===== src/oile_pkg.sv =====
// ----------------------------------------------------------------------------
// oile_pkg
// Shared types and codes for the ordered integer list engine.
// ----------------------------------------------------------------------------
package oile_pkg;

  localparam int DATA_W        = 32;
  localparam int DEPTH_DEFAULT = 32;
  localparam int COUNT_OUT_W   = 6;

  // request opcodes
  localparam logic [1:0] OP_APPEND   = 2'd0;
  localparam logic [1:0] OP_INSERT   = 2'd1;
  localparam logic [1:0] OP_CONTAINS = 2'd2;
  localparam logic [1:0] OP_REMOVE   = 2'd3;

  // result status codes
  localparam logic [1:0] ST_OK     = 2'd0;
  localparam logic [1:0] ST_ABSENT = 2'd1;
  localparam logic [1:0] ST_FULL   = 2'd2;

  // per-cell load selects, applied in the commit cycle
  typedef struct packed {
    logic take_value;
    logic take_left;
    logic take_right;
  } cell_ctl_t;

endpackage


===== src/oile_cell.sv =====
// ----------------------------------------------------------------------------
// oile_cell
// One list position: holds an entry, flags a hit against the request value,
// and loads from the request, its left neighbor or its right neighbor.
// ----------------------------------------------------------------------------
module oile_cell (
  input  logic                              clk,
  input  logic                              occupied,
  input  logic                              at_tail,
  input  logic [1:0]                        opcode,
  input  logic signed [oile_pkg::DATA_W-1:0] value,
  input  oile_pkg::cell_ctl_t               ctl,
  input  logic [oile_pkg::DATA_W-1:0]       left_entry,
  input  logic [oile_pkg::DATA_W-1:0]       right_entry,
  output logic [oile_pkg::DATA_W-1:0]       entry,
  output logic                              hit
);

  logic below;

  assign below = $signed(entry) < value;

  always_comb begin
    unique case (opcode)
      oile_pkg::OP_APPEND:   hit = at_tail;
      oile_pkg::OP_INSERT:   hit = (occupied && !below) || at_tail;
      oile_pkg::OP_CONTAINS: hit = occupied && (entry == value);
      oile_pkg::OP_REMOVE:   hit = occupied && (entry == value);
      default:               hit = 1'b0;
    endcase
  end

  // most cycles load nothing and the entry holds
  always_ff @(posedge clk) begin
    if (ctl.take_value) begin
      entry <= value;
    end else if (ctl.take_left) begin
      entry <= left_entry;
    end else if (ctl.take_right) begin
      entry <= right_entry;
    end
  end

endmodule


===== src/ordered_int_list_engine.sv =====
// ----------------------------------------------------------------------------
// ordered_int_list_engine
// Ordered list of signed 32-bit values kept in a row of cells, with append,
// ordered insert, membership query and remove-first-match requests.
// ----------------------------------------------------------------------------
//  channel | handshake            | payload
//  --------+----------------------+---------------------------
//  in      | in_valid / in_ready  | opcode[1:0], value[31:0]
//  out     | out_valid / out_ready| status[1:0], entry_count[5:0]
//
// a request is taken while the engine is idle; in the next cycle every cell
// compares against it and the hits are registered; at the commit that follows,
// the first-hit prefix ripples down the row and, on a write or remove, the cells
// from the first hit onward load at once; each request runs take, compare, commit.
// the commit waits while a previous result sits unread in the output register;
// in_ready comes back the cycle after the commit.
// rst clears the fill count and the handshake state; cell contents are left as is.
module ordered_int_list_engine #(
  parameter int DEPTH = oile_pkg::DEPTH_DEFAULT
) (
  input  logic                              clk,
  input  logic                              rst,
  input  logic                              in_valid,
  output logic                              in_ready,
  input  logic [1:0]                        opcode,
  input  logic signed [oile_pkg::DATA_W-1:0] value,
  output logic                              out_valid,
  input  logic                              out_ready,
  output logic [1:0]                        status,
  output logic [oile_pkg::COUNT_OUT_W-1:0]  entry_count
);

  localparam int CW = $clog2(DEPTH + 1);

  localparam logic PH_IDLE   = 1'b0;
  localparam logic PH_COMMIT = 1'b1;

  logic                              phase;
  logic                              cmp_ready;
  logic [1:0]                        op_q;
  logic signed [oile_pkg::DATA_W-1:0] value_q;
  logic [CW-1:0]                     count;
  logic [CW-1:0]                     count_next;
  logic [DEPTH-1:0]                  hit;
  logic [DEPTH-1:0]                  hit_q;
  logic [DEPTH:0]                    ahead;
  logic [oile_pkg::DATA_W-1:0]       entry [DEPTH];
  oile_pkg::cell_ctl_t               ctl [DEPTH];
  logic                              accept;
  logic                              commit;
  logic                              is_write;
  logic                              full;
  logic                              any_hit;
  logic [1:0]                        status_next;
  logic [CW+oile_pkg::COUNT_OUT_W-1:0] count_ext;

  assign in_ready = (phase == PH_IDLE);
  assign accept   = in_valid && in_ready;
  assign commit   = (phase == PH_COMMIT) && cmp_ready && (!out_valid || out_ready);
  assign is_write = (op_q == oile_pkg::OP_APPEND) || (op_q == oile_pkg::OP_INSERT);
  assign full     = (count == CW'(DEPTH));

  // first-hit prefix passed from cell to cell
  assign ahead[0] = 1'b0;
  assign any_hit  = ahead[DEPTH];

  for (genvar i = 0; i < DEPTH; i++) begin : g_cell
    logic [oile_pkg::DATA_W-1:0] left_entry;
    logic [oile_pkg::DATA_W-1:0] right_entry;

    assign ahead[i+1] = ahead[i] | hit_q[i];

    if (i == 0) begin : g_head
      assign left_entry = entry[i];
    end else begin : g_mid
      assign left_entry = entry[i-1];
    end
    if (i == DEPTH - 1) begin : g_tail
      assign right_entry = entry[i];
    end else begin : g_body
      assign right_entry = entry[i+1];
    end

    always_comb begin
      ctl[i].take_value = commit && is_write && !full && hit_q[i] && !ahead[i];
      ctl[i].take_left  = commit && is_write && !full && ahead[i] && (i != 0);
      ctl[i].take_right = commit && (op_q == oile_pkg::OP_REMOVE) && (ahead[i] || hit_q[i]);
    end

    oile_cell u_cell (
      .clk         (clk),
      .occupied    (CW'(i) < count),
      .at_tail     (CW'(i) == count),
      .opcode      (op_q),
      .value       (value_q),
      .ctl         (ctl[i]),
      .left_entry  (left_entry),
      .right_entry (right_entry),
      .entry       (entry[i]),
      .hit         (hit[i])
    );
  end

  always_comb begin
    count_next  = count;
    status_next = oile_pkg::ST_OK;
    if (is_write) begin
      if (full) begin
        status_next = oile_pkg::ST_FULL;
      end else begin
        count_next = count + CW'(1);
      end
    end else if (!any_hit) begin
      status_next = oile_pkg::ST_ABSENT;
    end else if (op_q == oile_pkg::OP_REMOVE) begin
      count_next = count - CW'(1);
    end
  end

  assign count_ext = {{oile_pkg::COUNT_OUT_W{1'b0}}, count_next};

  always_ff @(posedge clk) begin
    if (rst) begin
      phase     <= PH_IDLE;
      count     <= '0;
      out_valid <= 1'b0;
    end else begin
      if (accept) begin
        phase <= PH_COMMIT;
      end else if (commit) begin
        phase <= PH_IDLE;
      end
      if (commit) begin
        count     <= count_next;
        out_valid <= 1'b1;
      end else if (out_ready) begin
        out_valid <= 1'b0;
      end
    end
  end

  always_ff @(posedge clk) begin
    if (accept) begin
      op_q    <= opcode;
      value_q <= value;
    end
    // compare results are taken the cycle after the request is captured
    if (phase == PH_COMMIT) begin
      hit_q <= hit;
    end
    if (commit) begin
      status      <= status_next;
      entry_count <= count_ext[oile_pkg::COUNT_OUT_W-1:0];
    end
  end

  // hits are registered in the cycle before commit can use them
  always_ff @(posedge clk) begin
    if (rst) begin
      cmp_ready <= 1'b0;
    end else begin
      cmp_ready <= (phase == PH_COMMIT) && !commit;
    end
  end

  a_count_bound: assert property (@(posedge clk) disable iff (rst)
    count <= CW'(DEPTH))
    else $error("fill count above depth");

  a_one_at_a_time: assert property (@(posedge clk) disable iff (rst)
    accept |=> !in_ready)
    else $error("request taken during commit");

  a_result_from_commit: assert property (@(posedge clk) disable iff (rst)
    $rose(out_valid) |-> $past(phase == PH_COMMIT))
    else $error("result without commit");

  a_count_step: assert property (@(posedge clk) disable iff (rst)
    (count == $past(count)) || (count == $past(count) + CW'(1)) ||
    (count == $past(count) - CW'(1)))
    else $error("fill count jumped");

  a_status_code: assert property (@(posedge clk) disable iff (rst)
    out_valid |-> (status == oile_pkg::ST_OK) || (status == oile_pkg::ST_ABSENT) ||
                  (status == oile_pkg::ST_FULL))
    else $error("unknown status code");

endmodule

===== config.mk =====
export PLATFORM = sky130hd
export DESIGN_NAME = ordered_int_list_engine
export DESIGN_NICKNAME = d
export VERILOG_FILES = /design/src/oile_pkg.sv /design/src/oile_cell.sv /design/src/ordered_int_list_engine.sv
export SDC_FILE = /design/constraint.sdc
export NUM_CORES = 2
export LEC_CHECK = 0
export ABC_AREA = 1
export BUFFER_PORTS_ARGS = -buffer_cell sky130_fd_sc_hd__buf_2
export CORE_UTILIZATION = 30
export DETAILED_ROUTE_END_ITERATION = 8
export HOLD_SLACK_MARGIN = 0.1
export PLACE_DENSITY_LB_ADDON = 0.12
export SYNTH_ARGS = -nofsm -noshare
export SYNTH_HDL_FRONTEND = slang
export SYNTH_SLANG_ARGS = --single-unit

===== constraint.sdc =====
create_clock -name clk -period 6.12 [get_ports clk]
set_input_delay 1.224 -clock clk [delete_from_list [all_inputs] [get_ports clk]]
set_output_delay 1.224 -clock clk [all_outputs]
set_load 0.02 [all_outputs]

==> summary.md <==
| Metric | Value |
|---|---|
| Final worst path period need | between 5 and 6 ns |
| Final ANT Viol Nets | 0 |
| Crit Path Class | flop to flop |
| Worst Hold Class | flop to flop |
| Status | finished clean |
| Setup violators final | 0 |
| Post-CTS setup buffer count | 0 |
| Post-synth EDFFs | 1,098 |
| Dominant synthesized flop cell | edfxtp_1 |
| Nets | slightly above 9k |
| Die X | 507.6 um |
| Slew Limit Fails | 0 |
| Routed WL per cell | 26.57 um |
| Slowest stage cell, crit path | inv_2 |
| Most used cell, CP | nor2_4 |
| Design area | 86,030 um2 |
| H-tree levels | 4 |
| R2r endpoint | g_cell[29].u_cell.entry[1] |
| Crit start category | flop |
| R2r setup slk | between 0.5 and 0.6 ns |
| CTS Root Cell | clkbuf_16 |
| Fill count | 26.18k |
| RSZ-0062 raised after global routing | false |
| Die area | 257,600 um2 |
| Min-Delay Path Depth | 2 |
| Cts bufs inserted | 147 |
| Clock-pin slew on the worst setup and hold paths | ~0.06 ns |
| Ports | 48 |
| Max stage delay on crit path | 0.58 ns |
| Drt pass-1 iters | 5 |
| Register area share after synthesis | 43.23% |
| Layout cells sized above 1 | 6.971% |
| Final Hold Fails | 0 |
| Post-CTS sizing | 0 |
| Initial antenna violation count | 16 |
| Multi-input gate area | 39,410 um2 |
| Die Y | ~510 um |
| Post-CTS Hold Buffers | 0 |
| Max-cap check violation count | 0 |
| WL final | ~310 mm |
| Placeable Area | 254,200 um2 |
| Yosys warnings | 0 |
| Synthesized flop and latch total | 1,107 |
| IO Port Bufs | 47 |
| Relative slew margins | 14.26% |
| Area Growth Syn to Fin | 12.19% |
| Worst Hold Endpoint | g_cell[1].u_cell.entry[21] |
| Crit share post-route | 90.45% |
| Mean Syn Cell Area | approximately 9.2 um2 |
| Layout Skew | 0.03009 ns |
| Largest net degree at the start of global routing | 95 |
| Initial DRC Count | 7,130 |
| Worst-Margin Slew | between 1 and 1.5 ns |
| Gr ovfl total | 0 |
| Dpl cell area | just over 80,000 um2 |
| Starting Density | 30.17% |
| CP Max Fanout | 35 |
| Commonest non-fill, non-tap cell in the layout | nand2_1 |
| CTS tree | done |
| CTS Sinks | between 1k and 1.5k |
| Synthesized instance count | 8,363 |
| Worst EP required | 6.74 ns |
| Max VDD drop | between 0.2 and 0.3 mV |
| Flip-flop and latch area | 33,150 um2 |
| Synthesized cell area | 76,680 um2 |
| Critical path arrival | 6.16 ns |
| Leak pwr | 33.32 nW |
| CTS Buffer Depth | 3 |
| R2R cell count | 22 |
| Latest clock arrival within the worst-skew pair | 0.81 ns |
| Core Rows | 185 |
| Asr flop ratio synth | 0% |
| Min-delay src | g_cell[0].u_cell.entry[21] |
| DR vias | 67.05k |
| Vias in the first global route | 63.54k |
| Synth cell types | 60 |
| First-pass GRT wire length | 452.2 mm |
| Drc violations | 0 |
| Worst-path cell chain | nor2_4 -> nand4_2 -> nor2_4 -> nand4_2 -> nor2_4 -> nand4_4 -> nor2_4 -> nand4_4 -> nor2_4 -> nand4_4 -> buf_4 -> nor2_4 -> nand4_4 -> nor2_4 -> nand4_1 -> nor2_1 -> nor2_2 -> buf_4 -> inv_2 -> buf_4 -> a21oi_1 -> o22ai_1 |
| Pwr per Cell Area | ~220 nW/um2 |
| Syn_nets | 9,429 |
| Final HPWL DP | 234.3 mm |
| Setup TNS | 0 ns |
| CP Capture Type | flop |
| Via/cell ratio | 5.707 |
| Worst reg2reg path startpoint | hit_q[0] |
| GP Congestion | 0.8813 |
| Most frequent cells in the layout | nand2_1, edfxtp_1, ha_1 |
| F_max | 180.6 MHz |
| Total GRT Usage | 23.59% |
==> final cells by class <==
| type | count | share of cell area, % |
|---|---|---|
| multi-input cells | 6108 | 45.81 |
| flip-flops and latches | 1107 | 38.54 |
| well taps | 3366 | 4.896 |
| clock buffers | 177 | 4.517 |
| inverters | 630 | 2.782 |
| repair buffers | 277 | 2.615 |
| clock inverters | 78 | 0.8247 |
| diodes | 5 | 0.01454 |
==> synthesized netlist by cell type (11+ instances only) <==
| master | number | share of area (%) |
|---|---|---|
| o21ai_0 | 893 | 5.8 |
| nor3_1 | 67 | 0.44 |
| nand4_1 | 94 | 0.77 |
| xor2_1 | 19 | 0.22 |
| a22oi_1 | 26 | 0.25 |
| nand3_1 | 169 | 1.1 |
| buf_2 | 24 | 0.16 |
| nand2_1 | 1150 | 5.6 |
| a21oi_1 | 1027 | 6.7 |
| o211ai_1 | 231 | 2.3 |
| o2111ai_1 | 26 | 0.30 |
| buf_1 | 35 | 0.17 |
| ha_1 | 1028 | 17 |
| inv_1 | 609 | 3.0 |
| o311ai_0 | 24 | 0.27 |
| o22ai_1 | 527 | 4.3 |
| nor2_1 | 440 | 2.2 |
| nor4_1 | 43 | 0.35 |
| o221ai_1 | 109 | 1.2 |
| edfxtp_1 | 1098 | 43 |
| o21bai_1 | 28 | 0.27 |
| a221oi_1 | 22 | 0.25 |
| a211oi_1 | 45 | 0.44 |
| clkinv_1 | 14 | 0.069 |
| o21a_1 | 24 | 0.23 |
| nand3b_1 | 11 | 0.11 |
| clkbuf_1 | 457 | 2.2 |
| a31oi_1 | 13 | 0.11 |
==> per-layer routing <==
metal / wire, um / global-route usage (%) / vias to the layer above
met2: 135800 / 35.98 / 2404
li1: - / - / 31140
met3: 18890 / 2.658 / 373
met5: 0 / 0 / -
met4: 9449 / 6.915 / 0
met1: 148100 / 34.75 / 33130
==> power breakdown <==
part / total (mW) / leakage [nW] / switching (mW) / internal, mW
clock network: 8.64 / 2.25 / 3.67 / 4.97
registers: 8.60 / 10.0 / 0.167 / 8.43
logic: 2.06 / 21.0 / 1.41 / 0.645
==> how the worst max path moves through the flow <==
stage / from / endpoint / slack, ns / depth (start not counted)
after floorplan: out_ready / g_cell[4].u_cell.entry[0] / 1.49 / 8
after global placement: hit_q[0] / g_cell[29].u_cell.entry[28] / 0.84 / 22
after detailed placement: hit_q[0] / g_cell[29].u_cell.entry[1] / 0.68 / 22
after CTS: hit_q[0] / g_cell[29].u_cell.entry[1] / 0.64 / 22
after global routing: hit_q[4] / g_cell[27].u_cell.entry[12] / 0.21 / 19
final: hit_q[0] / g_cell[29].u_cell.entry[1] / 0.58 / 22
==> kinds of logic (layout without fill, tap and decap cells) <==
kind of cell | Yosys count | after routing | synth area share, %
AOI/OAI and AO/OA | 3039 | 3039 | 22.93
xor gates and xnor gates | 28 | 28 | 0.3198
adders and majority gates | 1028 | 1028 | 16.77
buffers and inverters | 1148 | 1162 | 5.673
DFF | 1107 | 1107 | 43.23
other | 0 | 5 | 0
and+or+nand+nor | 2013 | 2013 | 11.07
==> flip-flops by register name, summed over array words and instances (netlist names), 2 cells and up <==
register	count
count	6
entry_count	6
g_cell.u_cell.entry	1024
status	2
op_q	2
value_q	32
hit_q	32
==> through the flow <==
stage	instances	hold WS (ns)	power [mW]	setup WS [ns]	utilization (%)
3_3_place_gp	11490	0.5517	10.74	0.8399	32.04
5_1_grt	11740	0.5467	19.94	0.2106	33.84
6_report	11750	0.5626	19.29	0.5843	33.85
2_1_floorplan	8363	0.5317	9.880	1.488	-
3_5_place_dp	11490	0.5577	10.79	0.6842	32.04
4_1_cts	11740	0.5226	19.47	0.6399	33.84
==> critical path: cells and delay by family (launching register included) <==
kind            cells  cell delay (ns)
compound gates      2             0.23
buf+inv             4             1.40
flops               1             0.42
simple gates       16             3.24
Power figures use the tool's default switching activity.
